### src/rtl/core/dctm_pkg.sv
package dctm_pkg;

   typedef enum logic [1:0] {
      REG_IMAGE_WIDTH  = 2'd0,
      REG_IMAGE_HEIGHT = 2'd1,
      REG_TILE_SIZE    = 2'd2
   } reg_index_type;

   localparam int CSR_ADDR_WIDTH = 4;
   localparam int COORD_WIDTH    = 12;
   localparam int SIZE_WIDTH     = 13;
   localparam int TILE_WIDTH     = 7;
   localparam int PIX_WIDTH      = 8;

   localparam logic [SIZE_WIDTH-1:0] MAX_HEIGHT   = 13'd4096;
   localparam logic [SIZE_WIDTH-1:0] RESET_WIDTH  = 13'd640;
   localparam logic [SIZE_WIDTH-1:0] RESET_HEIGHT = 13'd480;
   localparam logic [TILE_WIDTH-1:0] RESET_TILE   = 7'd10;

   // packed so that tile_min sits in the lowest bits
   typedef struct packed {
      logic                   frame_done;
      logic [COORD_WIDTH-1:0] tile_col;
      logic [COORD_WIDTH-1:0] tile_row;
      logic [PIX_WIDTH-1:0]   tile_min;
   } rsp_type;

endpackage

### src/rtl/core/dctm_rsp_fifo.sv
module dctm_rsp_fifo import dctm_pkg::*; (
   input  logic       clock,
   input  logic       reset,
   input  logic       push,
   input  rsp_type    push_data,
   input  logic       out_ready,
   output logic       out_valid,
   output rsp_type    out_data,
   output logic [1:0] count
);

   rsp_type    entry_ff [2];
   logic       wr_ptr_ff;
   logic       wr_ptr_in;
   logic       rd_ptr_ff;
   logic       rd_ptr_in;
   logic [1:0] count_ff;
   logic [1:0] count_in;
   logic       pop;

   assign out_valid = (count_ff != 2'd0);
   assign out_data  = entry_ff[rd_ptr_ff];
   assign count     = count_ff;
   assign pop       = out_valid & out_ready;

   always_comb begin
      wr_ptr_in = push ? ~wr_ptr_ff : wr_ptr_ff;
      rd_ptr_in = pop ? ~rd_ptr_ff : rd_ptr_ff;
      count_in  = count_ff + {1'b0, push} - {1'b0, pop};
   end

   always_ff @(posedge clock) begin
      if (reset) begin
         wr_ptr_ff <= 1'b0;
         rd_ptr_ff <= 1'b0;
         count_ff  <= 2'd0;
      end else begin
         wr_ptr_ff <= wr_ptr_in;
         rd_ptr_ff <= rd_ptr_in;
         count_ff  <= count_in;
      end
   end

   always_ff @(posedge clock) begin
      if (push) begin
         entry_ff[wr_ptr_ff] <= push_data;
      end
   end

endmodule
### config.mk
export PLATFORM = sky130hd
export DESIGN_NAME = dctm_rsp_fifo
export DESIGN_NICKNAME = d
export VERILOG_FILES = /design/src/rtl/core/dctm_pkg.sv /design/src/rtl/core/dctm_rsp_fifo.sv
export SDC_FILE = /design/constraint.sdc
export NUM_CORES = 1
export LEC_CHECK = 0
export BUFFER_PORTS_ARGS = -buffer_cell sky130_fd_sc_hd__buf_2
export CORE_ASPECT_RATIO = 0.8
export CORE_UTILIZATION = 35
export DETAILED_ROUTE_END_ITERATION = 16
export PLACE_DENSITY_LB_ADDON = 0.15
export SETUP_SLACK_MARGIN = 0.5
export SKIP_CTS_REPAIR_TIMING = 1
export SLEW_MARGIN = 20
export SYNTH_ARGS = -nofsm -noshare
export SYNTH_HDL_FRONTEND = slang
export SYNTH_SLANG_ARGS = --single-unit
### constraint.sdc
create_clock -name clock -period 2.4 [get_ports clock]
set_input_delay 0.36 -clock clock [delete_from_list [all_inputs] [get_ports clock]]
set_output_delay 0.36 -clock clock [all_outputs]
set_load 0.1 [all_outputs]
Word level (Yosys, flattened, before mapping). Memories as Yosys holds them, arrays and structs flattened. A register that Yosys moved wholly into a read port is not among the register bits. Cells that the tools add are included.

Add/sub/neg operators: 2. Muxes and demuxes: 4. Bitwise logic cells: 3. Reductions and logical operators: 1.

Operators by type and width (count): $mux W1 (4); $add A2 B1 Y2 (1); $not A1 Y1 (2); $reduce_bool A2 Y1 (1); $sub A2 B1 Y2 (1); $and A1 B1 Y1 (1).

Flip-flop bits (word level): 4. Memory bits (writable): 66. Input bits: 37. Output and inout port bits: 36. Logic and storage cells: 14. Memories kept: 1.

Memory list: entry_ff (words 2, bits a word 33, rd ports 1, clocked after Yosys merged registers in 1, write ports 1, line dctm_rsp_fifo.sv:12) `rsp_type entry_ff [2];`.

Depth between registers and ports, before layout. Gate-level depths: netlist (run 1).

Word-level depth: 4. Depth in mapped cells: 6. Gate-level depth less buffers: 6.

Worst setup path after synthesis (run 1). OpenSTA, ideal clock, no wires.

Path type: input port to flip-flop. Start: in push. End: mem entry_ff[0][0] in the netlist's numbering (enable). Setup time: 427 ps. Data arrival time: 1850 ps. Required time: 1973 ps. Path slack: 123 ps. Cell stages on the path: 1. Path buffers: 0. Path through: nor2b_1.

Word-level cells in the longest chain between the ends: 2.

RTL lines: start, declared (line dctm_rsp_fifo.sv:4) `input logic push,`; $mux W1 (line dctm_rsp_fifo.sv:45) `if (push) begin`; $mux W1 (implied by the code) (line dctm_rsp_fifo.sv:46) `entry_ff[wr_ptr_ff] <= push_data;`; end, declared (line dctm_rsp_fifo.sv:12).

Every way passes these cells.

==> results.yml, run 1 <==
route:
  routed-via-count: 1311
  drt_iter0_drc: 56
  wl_mm: 4.396
  dr.pass1.iters: 4
  drc: 0
  wl_per_cell_um: 13.87
  viasPerCell: 4.136
  ant_nets: 0
logic_synthesis:
  synth_cell_types: 15
  synthTopCellsByCount: "edfxtp_1, mux2_4, dfxtp_1, buf_6"
  yosys_most_used_dff: "edfxtp_1"
  yosysTopAreaCellShare_pct: 72.13
  synth_top_area_cell: "edfxtp_1"
  avgSynthCellArea_um2: 21.98
  netlist_area_mm2: 0.002748
  synthCells: 125
  ys_seq_area_share_pct: 75.77
  synth-edff-count: 66
  synthTopCellsByArea: "edfxtp_1, mux2_4, dfxtp_1, buf_6, mux2_2"
  yosys_warnings: 0
  synth.most_common_cell: "edfxtp_1"
  synth_seq_cells: 71
  synth_fp_nets: 164
  synthArstFlopShare_pct: 0
floorplan:
  fp.dieArea_mm2: 0.008211
  boundaryPins: 73
  start_util_pct: 36.65
  die_h_um: 81.25
  core_area_mm2: 0.007497
  placement_rows: 28
  die_w_um: 101.1
worst_setup_path:
  arrival_ps: 1490
  worstSetupPathType: "flop to output port"
  critPathLaunchType: "flop"
  end_kind: "output port"
  cp_max_fo: 20
  rr_worst_depth: 1
  required_ps: 2040
global_routing:
  grt.total_usage_pct: 11.35
  overflow: 0
  antenna_found_initial: 0
  grt_pass1_wl_mm: 6.472
  grt_max_degree: 34
  grt_pass1_vias: 1398
outcome:
  outcome: "completed"
sta:
  rsz0062_at_grt: "yes"
  max_freq_ghz: 0.5397
  finalCriticalPeriod_ps: 1853
  tns_ps: 0
  fin_crit_sh_pct: 77.20
  finalSetupViolations: 0
  final_max_slew_viol_count: 0
  report.final.hold_viol_count: 0
  worst_clock_skew_ps: 4.803
  setup_ws_ps: 547.1
  whs_ps: 212.7
  relSlewSlack_pct: 46.11
  tightest_slew_ps: 808.4
cts:
  cts_tree: "yes"
  clk_latency_ps: 330
  clock_path_buffers: 2
  cts.sinks: 71
  htreeDepth: 3
  numCtsBuffers: 9
  cts-root-buf: "clkbuf_8"
  clkTransAtPathRegs_ps: 70
power_and_ir_drop:
  leakage_nw: 1.379
  ir_drop_mv: 0.9818
  p_per_area_mw_per_mm2: 1186
placement:
  gp_congestion: 0.6807
  place_ws_ps: 729.7
  portBuffers: 72
job:
  drv_cap: 0
hold_path:
  hold_class: "primary input to flop"
  holdPathStages: 1
layout:
  multi_input_area_um2: 621.8
  syn_to_final_growth_pct: 26.82
  seq_area_mm2: 0.002086
  drive_gt1_share_pct: 59.43
  diodes: 0
  fin_util_pct: 46.48
  fill_cells: 678
  nets: 246
==> kinds of logic (layout without fill, tap and decap cells) <==
logic type      after synthesis  after routing  synth area share [%]
compound gates                1              1                0.2733
xor+xnor                      2              2                 1.138
fa+ha+maj                     2              2                0.9106
buf+inv                       6             93                 1.913
flops                        71             71                 75.77
mux                          35             35                 18.44
simple gates                  8              8                 1.549
==> metrics by stage <==
stage               std cells  total power (W)  instance area [um^2]
floorplan                 125         0.003120                  2753
global placement          301         0.003295                  3229
detailed placement        301         0.003315                  3229
CTS                       317         0.004085                  3386
global route              317         0.004283                  3485
finish                    317         0.004131                  3485
==> critical path: stages (launching register included) <==
cell and delay [ps]:
dfxtp_2 360, buf_12 200, mux2_4 320, clkbuf_4 280
==> sequential cells by signal, summed over array words and instances, names as in the netlist, named ones only <==
register and cells:
rd_ptr_ff 1, wr_ptr_ff 1, count 2, entry_ff 66
==> final cells by class <==
| cell class | count | area share (%) |
|---|---|---|
| Clock buffer | 11 | 3.770 |
| Sequential cell | 71 | 59.86 |
| Timing Repair Buffer | 75 | 13.82 |
| Tap cell | 105 | 3.770 |
| Multi-Input combinational cell | 48 | 17.85 |
| Clock inverter | 5 | 0.7181 |
| Inverter | 2 | 0.2154 |
==> per-layer routing <==
layer | share of wire (%) | wire, um | up-vias | GRT usage [%]
li1 | - | - | 643 | -
met1 | 39 | 1705 | 618 | 10.68
met2 | 52 | 2267 | 45 | 20.07
met3 | 8.8 | 387 | 5 | 7.315
met4 | 0.82 | 36 | 0 | 3.913
met5 | 0 | 0 | - | 0
==> placed cells by master, fill, tap and decap left out, types with 2 or more instances in the layout <==
master     n
mux2_2     3
dfxtp_1    2
edfxtp_1  66
buf_2     39
nor2b_1    2
buf_4     31
clkbuf_8   9
clkinv_1   2
ha_1       2
mux2_4    30
clkbuf_4   3
clkbuf_1   2
mux2_1     2
nor2_1     3
dfxtp_2    3
inv_1      2
clkinv_2   2
==> where the power goes <==
group          switching [W]  internal [W]
clock               0.000396      0.000364
sequential         0.0000438       0.00147
combinational        0.00136      0.000499
total                0.00180       0.00233
==> path summary, 6_finish.rpt <==
| kind | slack, ps | startpoint | end |
|---|---|---|---|
| worst min-delay path | 210 | push_data[10] | entry_ff[0][10] |
| worst min register to register | 590 | wr_ptr_ff | wr_ptr_ff |
| worst max register to register | 900 | wr_ptr_ff | entry_ff[1][7] |
| worst max-delay path | 550 | flop | out_data[6] |
Power figures use the tool's default switching activity.
==> run 2, diff against run 1 <==
==> constraint.sdc (replaced) <==
create_clock -name clock -period 1.92 [get_ports clock]
set_input_delay 0.288 -clock clock [delete_from_list [all_inputs] [get_ports clock]]
set_output_delay 0.288 -clock clock [all_outputs]
set_load 0.1 [all_outputs]
==> run 2 against run 1 <==
Net effect:
- register-to-register slack lost 360 ps
- setup slack got worse by 360 ps
- via count rose by 7.4%
- routed wire length grew 13%
- sequential power is 26% higher
- combinational power grew 58%
- largest power group unchanged
- final cell count up 2.2%
- critical path type unchanged
- critical path depth unchanged
==> results.yml, run 2 (synthesized netlist as in run 1, its figures left out) <==
cts:
  cts-root-buf: "clkbuf_8"
  numCtsBuffers: 9
  clock_path_buffers: 2
  clkTransAtPathRegs_ps: 80
  cts_tree: "yes"
  cts.sinks: 71
  htreeDepth: 3
  clk_latency_ps: 340
route:
  wl_mm: 4.953
  viasPerCell: 4.346
  dr.pass1.iters: 4
  ant_nets: 0
  wl_per_cell_um: 15.29
  routed-via-count: 1408
  drt_iter0_drc: 25
  drc: 0
worst_setup_path:
  path_depth: 3
  reg2reg_to: "count[1]"
  crit_chain: "buf_12 -> mux2_2 -> buf_6"
  crit_buf_inv: 2
  crit_path_max_incr_delay_ps: 410
  cp_top_family: "flip-flops"
  reg2reg_setup_slack_ps: 540
  crit_path_end: "out_data[0]"
  regToRegStartpoint: "count[1]"
  critPathLaunchType: "flop"
  end_kind: "output port"
  rr_worst_depth: 6
  worstSetupPathType: "flop to output port"
  crit_slowest_cell: "dfxtp_4"
  required_ps: 1630
  arrival_ps: 1440
  cp_max_fo: 10
power_and_ir_drop:
  leakage_nw: 1.558
  ir_drop_mv: 1.135
  p_per_area_mw_per_mm2: 1483
layout:
  largest_register_ffs: 66
  final_common_cell: "edfxtp_1"
  final_cell_mix: "edfxtp_1, buf_2, mux2_4"
  syn_to_final_growth_pct: 44.76
  diodes: 0
  drive_gt1_share_pct: 64.84
  fin_util_pct: 53.05
  nets: 253
  regMostFlops: "entry_ff"
sta:
  relSlewSlack_pct: 79.78
  whs_ps: 131.8
  max_freq_ghz: 0.5775
  tns_ps: 0
  worst_clock_skew_ps: 6.306
  finalCriticalPeriod_ps: 1732
  finalSetupViolations: 0
  fin_crit_sh_pct: 90.19
  tightest_slew_ps: 304.9
  rsz0062_at_grt: "yes"
  final_max_slew_viol_count: 0
  report.final.hold_viol_count: 0
placement:
  portBuffers: 72
  hpwl_mm: 3.405
  gp_congestion: 0.6671
floorplan:
  fp.dieArea_mm2: 0.008211
  placement_rows: 28
  die_h_um: 81.25
  die_w_um: 101.1
  core_area_mm2: 0.007497
  boundaryPins: 73
  start_util_pct: 36.65
global_routing:
  grt.total_usage_pct: 12.01
  overflow: 0
  grt_pass1_vias: 1440
  grt_pass1_wl_mm: 6.879
  grt_max_degree: 20
  antenna_found_initial: 0
hold_path:
  hp-start: "push_data[10]"
  hold_class: "primary input to flop"
outcome:
  outcome: "completed"
job:
  drv_cap: 0
-- run 2: cell types whose count changed in the layout (fill, tap and decap cells not counted), moves of 3 or more --
cell / delta
buf_12: +25
dfxtp_2: -3
buf_4: -25
buf_2: -3
buf_6: +10
dfxtp_4: +3
-- run 2: final cells by class --
type	instances	area (um^2)
well taps	105	131.4
clock buffers	10	137.6
repair buffers	82	909.6
inverters	2	7.507
clock inverters	6	45.04
flip-flops and latches	71	2093
multi-input cells	48	653.1
fillers	620	3520
-- run 2: worst reg2reg max path: stages, from the launching register on --
cell	delay [ps]
dfxtp_4	360
o21a_4	220
ha_4	260
inv_2	30
ha_2	160
xnor3_1	200
nor2_1	50
-- run 2: power by group --
| part | internal (W) | switching (W) | total [W] |
|---|---|---|---|
| clock | 0.000507 | 0.000551 | 0.00106 |
| sequential | 0.00184 | 0.0000703 | 0.00191 |
| combinational | 0.00111 | 0.00183 | 0.00293 |
| total | 0.00345 | 0.00245 | 0.00590 |
-- run 2: worst min path at each step --
stage | to | cells after the start
global route | entry_ff[1][26] | 1
finish | entry_ff[0][10] | 1
detailed placement | entry_ff[0][3] | 1
CTS | entry_ff[1][10] | 1
global placement | entry_ff[0][11] | 1
floorplan | count[0] | 1
-- run 2: per-layer routing --
layer | track usage (%) | part of all wire [%] | up-vias
met4 | 5.217 | 1.4 | 0
met2 | 20.61 | 52 | 42
met3 | 6.196 | 6.9 | 8
met5 | 0 | 0 | -
met1 | 12.37 | 39 | 698
li1 | - | - | 660
-- run 2: metrics by stage --
| stage | instance area (um^2) | setup WS (ps) | std cells | power [W] |
|---|---|---|---|---|
| after floorplan | 2759 | 306.4 | 125 | 0.003908 |
| after global placement | 3480 | 479.4 | 304 | 0.004397 |
| after detailed placement | 3480 | 458.1 | 304 | 0.004442 |
| after CTS | 3662 | 80.14 | 320 | 0.005503 |
| after global routing | 3978 | 128.8 | 324 | 0.006111 |
| final | 3978 | 188.4 | 324 | 0.005899 |
==> run 3, diff against run 2 <==
--- a/config.mk
+++ b/config.mk
@@ -5,9 +5,10 @@
 export SDC_FILE = /design/constraint.sdc
 export NUM_CORES = 1
 export LEC_CHECK = 0
-export BUFFER_PORTS_ARGS = -buffer_cell sky130_fd_sc_hd__buf_2
+export BUFFER_PORTS_ARGS = -buffer_cell sky130_fd_sc_hd__clkbuf_2
 export CORE_ASPECT_RATIO = 0.8
 export CORE_UTILIZATION = 35
+export CTS_BUF_LIST = sky130_fd_sc_hd__clkbuf_2
 export DETAILED_ROUTE_END_ITERATION = 16
 export PLACE_DENSITY_LB_ADDON = 0.15
 export SETUP_SLACK_MARGIN = 0.5
==> run 3 against run 2 <==
Net effect:
- design area up 8.6%
- clock power shrank 40%
- total power is 3.9% lower
- fmax is 9.5% lower
- combinational power grew 6%
- routed wire length grew 1.4%
- highest routed layer unchanged
- die area unchanged
- global-route usage down 0.21 points
- sequential power is essentially flat
- flip-flop and latch count did not move
- clock skew is 6.7 ps higher
- via count grew 6.8%
==> results.yml, run 3 (synthesized netlist as in run 1, its figures left out) <==
cts:
  htreeDepth: 3
  numCtsBuffers: 9
  clkTransAtPathRegs_ps: 170
  clk_latency_ps: 470
  cts_tree: "yes"
  cts-root-buf: "clkbuf_2"
  cts.sinks: 71
  clock_path_buffers: 2
floorplan:
  placement_rows: 28
  die_w_um: 101.1
  fp.dieArea_mm2: 0.008211
  start_util_pct: 36.65
  core_area_mm2: 0.007497
  die_h_um: 81.25
  boundaryPins: 73
route:
  wl_mm: 5.022
  top_layer_used: "met4"
  routed-via-count: 1504
  viasPerCell: 4.237
  met3_length_um: 296
  met2_length_mm: 2.693
  ant_nets: 0
  dr.pass1.iters: 4
  drc: 0
  met1_length_mm: 1.965
  wl_per_cell_um: 14.15
  drt_iter0_drc: 47
global_routing:
  grt_pass1_vias: 1335
  overflow: 0
  grt_pass1_wl_mm: 6.665
  grt_max_degree: 21
  grt.total_usage_pct: 11.79
  antenna_found_initial: 0
sta:
  whs_ps: 139.0
  max_freq_ghz: 0.5228
  tns_ps: 0
  final_max_slew_viol_count: 0
  finalSetupViolations: 0
  rsz0062_at_grt: "yes"
  fin_crit_sh_pct: 99.63
  tightest_slew_ps: 262.1
  relSlewSlack_pct: 82.52
  report.final.hold_viol_count: 0
  finalCriticalPeriod_ps: 1913
  worst_clock_skew_ps: 13.03
worst_setup_path:
  arrival_ps: 1620
  worstSetupPathType: "flop to output port"
  critPathLaunchType: "flop"
  end_kind: "output port"
  cp_top_family: "flip-flops"
  cpMostUsedCell: "buf_12"
  required_ps: 1630
  cp_max_fo: 10
  crit_slowest_cell: "dfxtp_4"
  crit_path_max_incr_delay_ps: 450
  crit_buf_inv: 2
  crit_chain: "buf_12 -> mux2_2 -> buf_12"
job:
  drv_cap: 0
layout:
  drive_gt1_share_pct: 55.20
  final_common_cell: "edfxtp_1"
  fin_cells: 355
  diodes: 0
  syn_to_final_growth_pct: 57.19
  largest_register_ffs: 66
  fill_cells: 614
  final_cell_mix: "edfxtp_1, clkbuf_2, buf_12"
  regMostFlops: "entry_ff"
  fin_util_pct: 57.61
  nets: 284
power_and_ir_drop:
  finalPower_w: 0.005670
  leakage_nw: 1.714
  switching_share_pct: 42.16
  ir_drop_mv: 1.190
  p_sw_w: 0.002391
  p_per_area_mw_per_mm2: 1313
  p_seq_share_pct: 33.9
  power_frac_clock_pct: 11.2
  p_comb_share_pct: 55.0
  intPower_w: 0.003280
placement:
  gp_congestion: 0.6647
  hpwl_mm: 3.196
  dp_cells: 303
  portBuffers: 72
hold_path:
  hold_class: "primary input to flop"
outcome:
  outcome: "completed"
[run 3: cell count changes in the layout (fill, tap and decap cells not counted), moves of 4 or more]
| cell | delta |
|---|---|
| clkbuf_2 | +47 |
| buf_2 | -36 |
| dlygate4sd3_1 | +34 |
| buf_12 | +13 |
| buf_6 | -11 |
| clkbuf_8 | -10 |
| clkinv_2 | +4 |
[run 3: final timing paths]
kind                                 from  slack, ps            to  cells past startpoint
worst max register to register   count[0]        540      count[1]                      6
worst min register to register  wr_ptr_ff        610     wr_ptr_ff                      2
worst max-delay path                 flop          7  out_data[32]                      3
worst min-delay path                 push        140     wr_ptr_ff                      3
[run 3: power groups by stage]
stage | logic [W] | clock network, W | registers, W
after global placement | 0.00255 | 0 | 0.00191
after global routing | 0.00322 | 0.000741 | 0.00193
final | 0.00312 | 0.000633 | 0.00192
after detailed placement | 0.00258 | 0 | 0.00192
after floorplan | 0.00185 | 0 | 0.00206
after CTS | 0.00258 | 0.000671 | 0.00189
[run 3: worst register-to-register path, delay by kind of cell, from the launching register on]
family	cells	cell delay, ps
XOR/XNOR	1	180
AND/OR/NAND/NOR	1	40
AO/OA/AOI/OAI	1	240
adder cells (fa/ha/maj)	2	410
buffers and inverters	1	40
flip-flops	1	400
[run 3: cell type report]
| type | count | area, um^2 | area share [%] |
|---|---|---|---|
| inverter | 2 | 7.507 | 0.1738 |
| multi-input combinational | 48 | 658.1 | 15.24 |
| timing repair buffer | 113 | 1349 | 31.23 |
| clock buffer | 11 | 55.05 | 1.275 |
| clock inverter | 5 | 25.02 | 0.5794 |
| tap | 105 | 131.4 | 3.042 |
| sequential | 71 | 2093 | 48.46 |
[run 3: routing by layer]
layer	global-route usage (%)	vias up
met5	0	-
met4	3.913	0
met3	6.799	8
met2	19.66	47
met1	12.65	725
li1	-	724
[run 3: metrics by stage]
| stage | instance area, um^2 | setup slack (ps) |
|---|---|---|
| detailed placement | 3547 | 344.7 |
| floorplan | 2759 | 306.4 |
| finish | 4319 | 7.093 |
| global route | 4319 | -124.0 |
| global placement | 3547 | 350.2 |
| CTS | 3627 | -248.5 |
